<file path="src/bmfc_pkg.sv">
// ----------------------------------------------------------------------------
// Block matched-filter convolver package
// Shared widths, constants, register indexes and the queued item type.
// ----------------------------------------------------------------------------
`default_nettype none

package bmfc_pkg;

  localparam int MAX_BLOCK   = 2048;
  localparam int MAX_KERNEL  = 64;
  localparam int SAMPLE_BITS = 16;

  localparam int BLK_W  = 12;
  localparam int KER_W  = 7;
  localparam int TAP_W  = $clog2(MAX_KERNEL);
  localparam int PROD_W = 2 * SAMPLE_BITS;
  localparam int ACC_W  = 38;
  localparam int CFG_W  = 12;
  localparam int CFG_IDX_W = 1;

  localparam int QDEPTH = 4;
  localparam int QPTR_W = $clog2(QDEPTH);
  localparam int QCNT_W = $clog2(QDEPTH + 1);

  localparam logic KIND_COEF   = 1'b0;
  localparam logic KIND_SAMPLE = 1'b1;

  localparam logic [CFG_IDX_W-1:0] REG_BLOCK_LENGTH  = 1'b0;
  localparam logic [CFG_IDX_W-1:0] REG_KERNEL_LENGTH = 1'b1;

  localparam logic [BLK_W-1:0] BLOCK_LENGTH_RST  = BLK_W'(MAX_BLOCK);
  localparam logic [KER_W-1:0] KERNEL_LENGTH_RST = KER_W'(MAX_KERNEL);

  typedef struct packed {
    logic                          is_sample;
    logic [TAP_W-1:0]              idx;
    logic signed [SAMPLE_BITS-1:0] value;
  } item_t;

  typedef struct packed {
    logic  valid;
    item_t item;
  } queue_head_t;

endpackage

`default_nettype wire

</file>
<file path="src/bmfc_front.sv">
// ----------------------------------------------------------------------------
// Front end: input acceptance and item queue
// Accepts input transfers, tags each as coefficient or sample and holds them
// in a short queue until the back end takes them.
// ----------------------------------------------------------------------------
`default_nettype none

module bmfc_front (
  input  wire logic                                   clk,
  input  wire logic                                   rst_n,
  input  wire logic                                   in_valid,
  output logic                                        in_ready,
  input  wire logic                                   in_kind,
  input  wire logic [bmfc_pkg::TAP_W-1:0]             in_coef_index,
  input  wire logic signed [bmfc_pkg::SAMPLE_BITS-1:0] in_value,
  output bmfc_pkg::queue_head_t                       head,
  input  wire logic                                   pop
);
  import bmfc_pkg::*;

  item_t             q_mem [QDEPTH];
  logic [QPTR_W-1:0] wr_ptr_r;
  logic [QPTR_W-1:0] rd_ptr_r;
  logic [QCNT_W-1:0] cnt_r;
  logic              push;
  logic              do_pop;
  item_t             new_item;

  assign in_ready = (cnt_r != QCNT_W'(QDEPTH));
  assign push     = in_valid && in_ready;
  assign do_pop   = pop && (cnt_r != '0);

  always_comb begin
    new_item.is_sample = (in_kind == KIND_SAMPLE);
    new_item.idx       = in_coef_index;
    new_item.value     = in_value;
  end

  always_ff @(posedge clk) begin
    if (push) begin
      q_mem[wr_ptr_r] <= new_item;
    end
  end

  always_ff @(posedge clk) begin
    if (!rst_n) begin
      wr_ptr_r <= '0;
      rd_ptr_r <= '0;
      cnt_r    <= '0;
    end else begin
      if (push) begin
        wr_ptr_r <= wr_ptr_r + QPTR_W'(1);
      end
      if (do_pop) begin
        rd_ptr_r <= rd_ptr_r + QPTR_W'(1);
      end
      if (push && !do_pop) begin
        cnt_r <= cnt_r + QCNT_W'(1);
      end else if (!push && do_pop) begin
        cnt_r <= cnt_r - QCNT_W'(1);
      end
    end
  end

  always_comb begin
    head.valid = (cnt_r != '0);
    head.item  = q_mem[rd_ptr_r];
  end

endmodule

`default_nettype wire

</file>
<file path="src/bmfc_back.sv">
// ----------------------------------------------------------------------------
// Back end: coefficient store, delay line and shared multiply-accumulate
// Applies coefficient writes, appends samples to a circular delay line and
// walks the taps of each convolution output through one pipelined MAC.
// ----------------------------------------------------------------------------
`default_nettype none

module bmfc_back (
  input  wire logic                                    clk,
  input  wire logic                                    rst_n,
  input  wire logic                                    cfg_we,
  input  wire logic [bmfc_pkg::CFG_IDX_W-1:0]          cfg_index,
  input  wire logic [bmfc_pkg::CFG_W-1:0]              cfg_data,
  input  wire bmfc_pkg::queue_head_t                   head,
  output logic                                         pop,
  output logic                                         out_valid,
  input  wire logic                                    out_ready,
  output logic signed [bmfc_pkg::ACC_W-1:0]            out_filtered,
  output logic [bmfc_pkg::BLK_W-1:0]                   out_index,
  output logic                                         out_last_of_block
);
  import bmfc_pkg::*;

  localparam logic [1:0] ST_IDLE  = 2'd0;
  localparam logic [1:0] ST_ISSUE = 2'd1;
  localparam logic [1:0] ST_DRAIN = 2'd2;

  logic [BLK_W-1:0] blk_len_r;
  logic [KER_W-1:0] ker_len_r;
  logic [BLK_W-1:0] eff_blk;
  logic [KER_W-1:0] eff_ker;

  logic [1:0]       state_r;
  logic [TAP_W-1:0] wp_r;
  logic [BLK_W-1:0] pos_r;
  logic [TAP_W-1:0] j_r;
  logic [TAP_W-1:0] k_r;
  logic [KER_W-1:0] kl_r;
  logic             last_r;

  logic signed [SAMPLE_BITS-1:0] tmem [MAX_KERNEL];
  logic signed [SAMPLE_BITS-1:0] hmem [MAX_KERNEL];
  logic [MAX_KERNEL-1:0]         tval_r;
  logic [MAX_KERNEL-1:0]         hval_r;

  logic signed [SAMPLE_BITS-1:0] h_q;
  logic signed [SAMPLE_BITS-1:0] t_q;
  logic                          hv_q;
  logic                          tv_q;
  logic                          rd_v_r;
  logic signed [SAMPLE_BITS-1:0] op_h;
  logic signed [SAMPLE_BITS-1:0] op_t;
  logic signed [PROD_W-1:0]      p_r;
  logic                          prod_v_r;
  logic signed [ACC_W-1:0]       acc_r;

  logic             pop_coef;
  logic             pop_samp;
  logic             issue;
  logic             emit;
  logic             out_last;
  logic             done;
  logic [TAP_W-1:0] wp_next;
  logic [TAP_W-1:0] h_addr;
  logic [KER_W-1:0] kl_m1;

  always_comb begin
    if (blk_len_r == '0) begin
      eff_blk = BLK_W'(1);
    end else if (blk_len_r > BLK_W'(MAX_BLOCK)) begin
      eff_blk = BLK_W'(MAX_BLOCK);
    end else begin
      eff_blk = blk_len_r;
    end
    if (ker_len_r == '0) begin
      eff_ker = KER_W'(1);
    end else if (ker_len_r > KER_W'(MAX_KERNEL)) begin
      eff_ker = KER_W'(MAX_KERNEL);
    end else begin
      eff_ker = ker_len_r;
    end
  end

  assign pop      = (state_r == ST_IDLE) && head.valid;
  assign pop_coef = pop && !head.item.is_sample;
  assign pop_samp = pop && head.item.is_sample;
  assign issue    = (state_r == ST_ISSUE);
  assign wp_next  = wp_r + TAP_W'(1);
  assign h_addr   = wp_r - (k_r - j_r);
  assign kl_m1    = kl_r - KER_W'(1);
  assign emit     = (state_r == ST_DRAIN) && !rd_v_r && !prod_v_r &&
                    (!out_valid || out_ready);
  assign out_last = last_r && ({1'b0, j_r} == kl_m1);
  assign done     = !last_r || ({1'b0, j_r} == kl_m1);
  assign op_h     = hv_q ? h_q : '0;
  assign op_t     = tv_q ? t_q : '0;

  always_ff @(posedge clk) begin
    if (!rst_n) begin
      blk_len_r <= BLOCK_LENGTH_RST;
      ker_len_r <= KERNEL_LENGTH_RST;
    end else if (cfg_we) begin
      unique case (cfg_index)
        REG_BLOCK_LENGTH:  blk_len_r <= cfg_data[BLK_W-1:0];
        REG_KERNEL_LENGTH: ker_len_r <= cfg_data[KER_W-1:0];
      endcase
    end
  end

  always_ff @(posedge clk) begin
    if (pop_coef) begin
      tmem[head.item.idx] <= head.item.value;
    end
    if (pop_samp) begin
      hmem[wp_next] <= head.item.value;
    end
    h_q  <= hmem[h_addr];
    t_q  <= tmem[k_r];
    hv_q <= hval_r[h_addr];
    tv_q <= tval_r[k_r];
    p_r  <= op_h * op_t;
  end

  always_ff @(posedge clk) begin
    if (!rst_n) begin
      tval_r <= '0;
      hval_r <= '0;
    end else begin
      if (pop_coef) begin
        tval_r[head.item.idx] <= 1'b1;
      end
      if (pop_samp) begin
        hval_r[wp_next] <= 1'b1;
      end else if (emit && done && last_r) begin
        hval_r <= '0;
      end
    end
  end

  always_ff @(posedge clk) begin
    if (!rst_n) begin
      state_r  <= ST_IDLE;
      wp_r     <= '0;
      pos_r    <= '0;
      j_r      <= '0;
      k_r      <= '0;
      kl_r     <= KER_W'(1);
      last_r   <= 1'b0;
      rd_v_r   <= 1'b0;
      prod_v_r <= 1'b0;
      acc_r    <= '0;
    end else begin
      rd_v_r   <= issue;
      prod_v_r <= rd_v_r;
      if (prod_v_r) begin
        acc_r <= acc_r + {{(ACC_W-PROD_W){p_r[PROD_W-1]}}, p_r};
      end
      unique case (state_r)
        ST_IDLE: begin
          if (pop_samp) begin
            wp_r    <= wp_next;
            last_r  <= ({1'b0, pos_r} + (BLK_W+1)'(1)) >= {1'b0, eff_blk};
            kl_r    <= eff_ker;
            j_r     <= '0;
            k_r     <= '0;
            acc_r   <= '0;
            state_r <= ST_ISSUE;
          end
        end
        ST_ISSUE: begin
          if ({1'b0, k_r} == kl_m1) begin
            state_r <= ST_DRAIN;
          end else begin
            k_r <= k_r + TAP_W'(1);
          end
        end
        ST_DRAIN: begin
          if (emit) begin
            if (done) begin
              state_r <= ST_IDLE;
              if (last_r) begin
                pos_r <= '0;
              end else begin
                pos_r <= pos_r + BLK_W'(1);
              end
            end else begin
              j_r     <= j_r + TAP_W'(1);
              k_r     <= j_r + TAP_W'(1);
              acc_r   <= '0;
              state_r <= ST_ISSUE;
            end
          end
        end
        default: begin
          state_r <= ST_IDLE;
        end
      endcase
    end
  end

  always_ff @(posedge clk) begin
    if (!rst_n) begin
      out_valid <= 1'b0;
    end else if (emit) begin
      out_valid <= 1'b1;
    end else if (out_ready) begin
      out_valid <= 1'b0;
    end
  end

  always_ff @(posedge clk) begin
    if (emit) begin
      out_filtered      <= acc_r;
      out_index         <= pos_r + BLK_W'(j_r);
      out_last_of_block <= out_last;
    end
  end

endmodule

`default_nettype wire

</file>
<file path="src/block_matched_filter_convolver.sv">
// ----------------------------------------------------------------------------
// Block matched-filter convolver
// The input channel carries coefficient writes (in_kind 0) and signal samples
// (in_kind 1). Each sample yields one exact Q8.30 convolution output on the
// result channel; the sample that ends a block also yields the tail outputs
// of the block, the final one flagged by out_last_of_block.
// Accepted items enter a four-entry queue; the back end takes one item at a
// time. Each output is summed tap by tap in the single multiply-accumulate
// unit, which reads the operands, registers their product and then
// accumulates it; a block-ending sample also walks its tail outputs, each
// over fewer taps, through the same unit.
// Reset clears the registers, the queue and the store valid bits, so both
// stores read as zero; no clearing pass is needed.
// When the receiver stalls the output register holds its result, the back end
// waits, and the queue keeps accepting until it is full.
// Configuration writes are taken in the cycle cfg_we is high.
// ----------------------------------------------------------------------------
`default_nettype none

module block_matched_filter_convolver (
  input  wire logic                                    clk,
  input  wire logic                                    rst_n,
  input  wire logic                                    cfg_we,
  input  wire logic [bmfc_pkg::CFG_IDX_W-1:0]          cfg_index,
  input  wire logic [bmfc_pkg::CFG_W-1:0]              cfg_data,
  input  wire logic                                    in_valid,
  output logic                                         in_ready,
  input  wire logic                                    in_kind,
  input  wire logic [bmfc_pkg::TAP_W-1:0]              in_coef_index,
  input  wire logic signed [bmfc_pkg::SAMPLE_BITS-1:0] in_value,
  output logic                                         out_valid,
  input  wire logic                                    out_ready,
  output logic signed [bmfc_pkg::ACC_W-1:0]            out_filtered,
  output logic [bmfc_pkg::BLK_W-1:0]                   out_index,
  output logic                                         out_last_of_block
);
  import bmfc_pkg::*;

  queue_head_t head;
  logic        pop;

  bmfc_front u_front (
    .clk           (clk),
    .rst_n         (rst_n),
    .in_valid      (in_valid),
    .in_ready      (in_ready),
    .in_kind       (in_kind),
    .in_coef_index (in_coef_index),
    .in_value      (in_value),
    .head          (head),
    .pop           (pop)
  );

  bmfc_back u_back (
    .clk               (clk),
    .rst_n             (rst_n),
    .cfg_we            (cfg_we),
    .cfg_index         (cfg_index),
    .cfg_data          (cfg_data),
    .head              (head),
    .pop               (pop),
    .out_valid         (out_valid),
    .out_ready         (out_ready),
    .out_filtered      (out_filtered),
    .out_index         (out_index),
    .out_last_of_block (out_last_of_block)
  );

endmodule

`default_nettype wire

</file>
<file path="config.mk">
export PLATFORM = sky130hd
export DESIGN_NAME = block_matched_filter_convolver
export DESIGN_NICKNAME = d
export VERILOG_FILES = /design/src/bmfc_pkg.sv /design/src/bmfc_front.sv /design/src/bmfc_back.sv /design/src/block_matched_filter_convolver.sv
export SDC_FILE = /design/constraint.sdc
export NUM_CORES = 2
export LEC_CHECK = 0
export BUFFER_PORTS_ARGS = -buffer_cell sky130_fd_sc_hd__buf_2
export CORE_UTILIZATION = 42
export CTS_BUF_LIST = sky130_fd_sc_hd__clkbuf_4 sky130_fd_sc_hd__clkbuf_8
export CTS_CLUSTER_DIAMETER = 80
export CTS_CLUSTER_SIZE = 28
export DETAILED_ROUTE_END_ITERATION = 8
export SKIP_CTS_REPAIR_TIMING = 1
export SYNTH_ARGS = -nofsm -noshare
export SYNTH_HDL_FRONTEND = slang
export SYNTH_SLANG_ARGS = --single-unit
</file>
<file path="constraint.sdc">
create_clock -name clk -period 8.3 [get_ports clk]
set_input_delay 2.075 -clock clk [delete_from_list [all_inputs] [get_ports clk]]
set_output_delay 2.075 -clock clk [all_outputs]
set_load 0.01 [all_outputs]
</file>
; ---- Word level (Yosys, flattened, before mapping)
; Memories as Yosys holds them, arrays and structs flattened. A register that Yosys moved wholly into a read port is not among the register bits.
; Cells that the tools add are included.
[totals]
mem_count = 3
input_bits = 41
latchBits = 0
regBits = 320
romBits = 0
out_inout_bits = 53
ram_bits = 2140
[mem_list]
columns = memory, words, width, rd, rd_ports_with_merged_regs, write_ports, line_no
row1 = u_back.hmem, 64, 16, 1, 1, 1, bmfc_back.sv:42  ; logic signed [SAMPLE_BITS-1:0] hmem [MAX_KERNEL];
row2 = u_back.tmem, 64, 16, 1, 1, 1, bmfc_back.sv:41  ; logic signed [SAMPLE_BITS-1:0] tmem [MAX_KERNEL];
row3 = u_front.q_mem, 4, 23, 1, 1, 1, bmfc_front.sv:21  ; item_t q_mem [QDEPTH];
[op_classes]
n_bitwise = 3
n_lt_le_gt_ge = 9
div_mod_pow = 0
add_sub_neg = 14
reduce_logical = 40
n_mul = 1
n_eq_ne = 10
mux = 45
shift = 0
[ops]
columns = operator, n
row1 = $mux 38, 4
row2 = $mux 64, 2
row3 = $or 64x64->64, 2
row4 = $pmux 38 s2, 1
row5 = $add 38x38->38, 1
row6 = $mux 12, 3
row7 = $mul 16x16->32, 1
row8 = $mux 16, 2
row9 = $lt 6x7->1 const B, 4
row10 = $mux 6, 4
row11 = $add 6x1->6 const B, 3
row12 = $pmux 6 s3, 1
row13 = $logic_and 1x1->1, 15
row14 = $eq 6x7->1, 2
row15 = $mux 7, 2
row16 = $add 12x1->13 const B, 1
row17 = $ge 13x12->1, 1
row18 = $mux 1, 13
row19 = $add 12x1->12 const B, 1
row20 = $add 12x6->12, 1
row21 = $bmux 1 s6, 2
row22 = $demux 1 s6, 2
row23 = $ge 6x1->1 const B, 2
row24 = $gt 12x12->1 const B, 1
row25 = other kinds (27), 51

; ---- Longest topological paths before layout
[logic_depth]
depth_word = 8
mapped_depth = 27
depth_no_buf = 24

; ---- Modules after synthesis
; Synthesis repeated with hierarchy kept, for this count alone.
[hier_totals]
hier_cells = 5851
area_unflattened_um2 = 106724.9
[by_module_without_submodules]
columns = mod, cells_per_inst, area_per_inst_um2, seq_area_each_um2, n_inst
row1 = bmfc_back, 5683, 102876.2, 68916.1, 1
row2 = bmfc_front, 168, 3848.7, 2942.8, 1

; ---- Worst setup path after synthesis
; Ideal clock, no wire load.
[synth_timing]
path_type = register to register
start = register u_back.tv_q
end = register u_back.p_r[31]
setup_ns = 0.114
t_required_ns = 8.186
path_buffers = 3
slack_ns = 1.769
t_arrival_ns = 6.416
synth_period_minus_slack_ns = 6.531
path_stages_with_launch = 24
path_cell_list = dfxtp_1 > clkbuf_1 > clkbuf_1 > buf_1 > nand3_1 > fa_1 > inv_1 > fa_1 > fa_1 > fa_1 > fa_1 > inv_1 > fa_1 > inv_1 > ha_1 > and3_1 > a31oi_1 > o21ai_0 > a31o_2 > a21oi_2 > o21ai_1 > o31ai_2 > mux2i_1 > a2111oi_0
[synth_via]
elab_chain_cells = 2
[synth_lines]
columns = element, line_no
row1 = "start, declared", bmfc_back.sv:49  ; logic tv_q;
row2 = "start signal, assigned", bmfc_back.sv:120  ; tv_q <= tval_r[k_r];
row3 = $mux 16, bmfc_back.sv:96  ; assign op_t = tv_q ? t_q : '0;
row4 = $mul 16x16->32, bmfc_back.sv:121  ; p_r <= op_h * op_t;
row5 = "end signal, assigned", bmfc_back.sv:121
row6 = "end, declared", bmfc_back.sv:53  ; logic signed [PROD_W-1:0] p_r;
; No other way between the ends.
; A chain may end at the register's enable or synchronous reset.

; ---- Worst setup path in the final report
; Same ends and word-level chain as after synthesis.

==> impl_metrics.yaml <==
final_layout:
  mostFrequentLayoutCells: "edfxtp_1, mux4_2, inv_1"
  nets: 6409
  num-fill-cells: 21500
  final_common_cell: "edfxtp_1"
  fin_cells: 9394
  final_area_um2: 115000
  drive_gt1_share_pct: 21.7
  synthToLayoutAreaGrowth_pct: 7.54
placement:
  place.gp.congestion: 0.876
  dp_hpwl_um: 158000
  dp.cells: 9173
  place_area_um2: 112000
  io_buffers: 93
sta:
  hold_viol: 0
  finalSetupTns_ns: 0
  slew-limit-headroom_pct: 13.9
  finalClockSkew_ns: 0.115
  min_period_ns: 7.30
  setup_violations: 0
  worstMarginPinSlew_ns: 1.29
  rsz0062_at_grt: "no"
  min_period_over_period_pct: 87.9
  fmax_mhz: 137
  finalMaxSlewViolations: 0
critical_path:
  critical_path_buf_inv_count: 4
  cp_top_family: "adder cells"
  endpoint_kind: "flop"
  path_common_cell: "fa_1"
  worstSetupPathType: "reg2reg"
  cp_cell_sequence: "buf_4, and2_0, nand2_1, fa_1, inv_1, fa_1, fa_1, fa_1, fa_1, inv_1, fa_1, inv_1, ha_1, and3_1, a31oi_1, o21ai_0, a31o_2, a21oi_2, o21ai_1, o31ai_2, mux2i_1, a2111oi_0"
  cpPeakStageDelay_ns: 0.75
  cp.arrival_ns: 8.17
  cp_slowest_cell: "and2_0"
  critPathRequiredTime_ns: 9.18
  cp-start-kind: "flop"
  cp_max_fo: 26
logic_synthesis:
  synth-edff-count: 2191
  synth.avg_cell_area_um2: 18.4
  synth_fp_nets: 6284
  ys_seq_area_share_pct: 67.3
  synth_warnings: 0
  async_flop_share_pct: 0
  ys_ff_latch: 2494
  ys.flop_type: "edfxtp_1"
  ys_types: 83
  synth.cell_area_um2: 107000
  synth_cells: 5816
cts:
  cts_buffers: 114
  clk_path_buf_depth: 3
  clock_sinks: 2494
  cts_tree: "built"
  clock_latency_ns: 1.02
  htree_levels: 3
  clk_pin_slew_ns: 0.14
  root_buffer: "clkbuf_8"
power:
  clock_power_share_pct: 20.2
  combPwrFrac_pct: 25.3
  seqPwrFrac_pct: 54.5
  power_density_nw_per_um2: 249
  p_leak_uw: 0.0371
  swShare_pct: 30.8
  internal-power_uw: 19800
  p_sw_uw: 8820
  peakVddDrop_mv: 0.373
floorplan:
  dieArea_um2: 256000
  dieWidth_um: 506
  die_h_um: 506
  ios: 94
  initial_utilization_pct: 42.4
  core-area_um2: 252000
  rows: 184
global_route:
  grt_pass1_wl_um: 373000
  grt_util_met2_pct: 32.0
  busiest_layer: "met2"
  grtUsageTotal_pct: 19.9
  grt_start_max_net_pins: 109
  use_met3_pct: 2.25
  antenna_found_initial: 14
  overflow: 0
  use_met1_pct: 29.0
  grt_pass1_vias: 53700
job:
  cap_viol_max_count: 0
drt:
  vias: 52800
  initialDrtViolationCount: 5207
  viasPerCell: 5.62
  dr.pass1.iters: 5
  drc: 0
  final_antenna_net_count: 0
  wl_per_cell_um: 27.1
  routed_wl_um: 255000
run_status:
  status: "finished clean"
worst_hold_path:
  min_path_type: "reg2reg"
-- stage by stage --
| stage | power [µW] | hold slack, ns | utilization [%] | worst slack (ns) |
|---|---|---|---|---|
| 5_1_grt | 29700 | 0.498 | 45.6 | 0.417 |
| 3_5_place_dp | 23300 | 0.448 | 44.5 | 0.975 |
| 4_1_cts | 29000 | 0.481 | 45.6 | 1.02 |
| 3_3_place_gp | 23100 | 0.441 | 44.5 | 1.12 |
| 2_1_floorplan | 20300 | 0.422 | - | 1.77 |
| 6_report | 28600 | 0.476 | 45.6 | 1.00 |
-- path summary, 6_finish.rpt --
check,depth (start not counted),end,slack (ns),from
max,22,u_back.p_r[31],1.00,u_back.tv_q
min,1,u_back.hval_r[10],0.48,u_back.hval_r[10]
max reg2reg,22,u_back.p_r[31],1.00,u_back.tv_q
min reg2reg,1,u_back.hval_r[10],0.48,u_back.hval_r[10]
-- registers in the layout, indices dropped and copies added, names as in the netlist, 12 cells and up, named ones only --
| signal | flops |
|---|---|
| u_back.out_filtered | 38 |
| u_front.q_mem | 92 |
| u_back.out_index | 12 |
| u_back.acc_r | 38 |
| u_back.hval_r | 64 |
| u_back.hmem | 1024 |
| u_back.p_r | 32 |
| u_back.blk_len_r | 12 |
| u_back.tval_r | 64 |
| u_back.pos_r | 12 |
| u_back.t_q | 16 |
| u_back.h_q | 16 |
| u_back.tmem | 1024 |
-- routing by layer --
layer / part of all wire, % / wire [µm]
met3: 5.3 / 13600
met1: 44 / 113000
met2: 48 / 122000
met4: 2.2 / 5630
met5: 0.013 / 33
-- power by group through the flow --
stage | Sequential, µW | Clock [µW] | Combinational [µW]
floorplan | 15900 | 0 | 4440
global placement | 15900 | 0 | 7230
detailed placement | 15900 | 0 | 7360
CTS | 15600 | 5960 | 7370
global route | 15700 | 6340 | 7660
finish | 15600 | 5790 | 7230
-- area by class of cell --
type	count	area, µm²	area share (%)
repair buffers	283	1970	1.71
diodes	4	10.0	0.00872
flip-flops and latches	2494	71900	62.6
clock inverters	56	803	0.699
clock buffers	161	1940	1.69
multi-input cells	2707	32800	28.5
inverters	341	1280	1.11
well taps	3348	4190	3.65
-- kinds of logic after synthesis --
family,synth area share [%]
compound gates,3.12
fa+ha+maj,6.90
xor+xnor,1.04
mux,15.7
flops,67.3
simple gates,3.72
buf+inv,2.24
-- synthesized netlist by cell type, types with 7 or more instances --
master,n,area [µm²]
dfxtp_1,303,6070
nand4_1,17,106
nand3_1,63,315
edfxtp_1,2191,65800
o22ai_1,10,62.6
a31oi_1,15,93.8
a211oi_1,30,225
mux2i_1,51,510
xnor2_1,89,780
fa_1,270,5410
nor4_1,10,62.6
o21ai_0,59,295
nor3b_1,9,67.6
nor3_1,17,85.1
buf_2,62,310
or3_1,7,43.8
xor2_1,35,307
ha_1,157,1960
clkbuf_1,186,698
a21boi_0,37,278
inv_1,340,1280
and2_1,37,231
o21a_1,142,1070
nand3b_1,8,60.1
and3_1,14,87.6
o21bai_1,13,97.6
nor2b_1,45,282
nor2_1,354,1330
nand2b_1,22,138
buf_1,22,82.6
nand2_1,276,1040
mux4_2,720,16200
a21oi_1,97,485
a21o_1,29,218
-- worst reg2reg max path, delay by kind of cell (launching register included) --
kind / cells / cell delay, ns
multiplexers: 1 / 0.12
buffers and inverters: 4 / 0.46
flip-flops: 1 / 0.52
adder cells (fa/ha/maj): 7 / 3.43
AND/OR/NAND/NOR: 3 / 1.19
AO/OA/AOI/OAI: 7 / 1.54
Power figures use the tool's default switching activity.
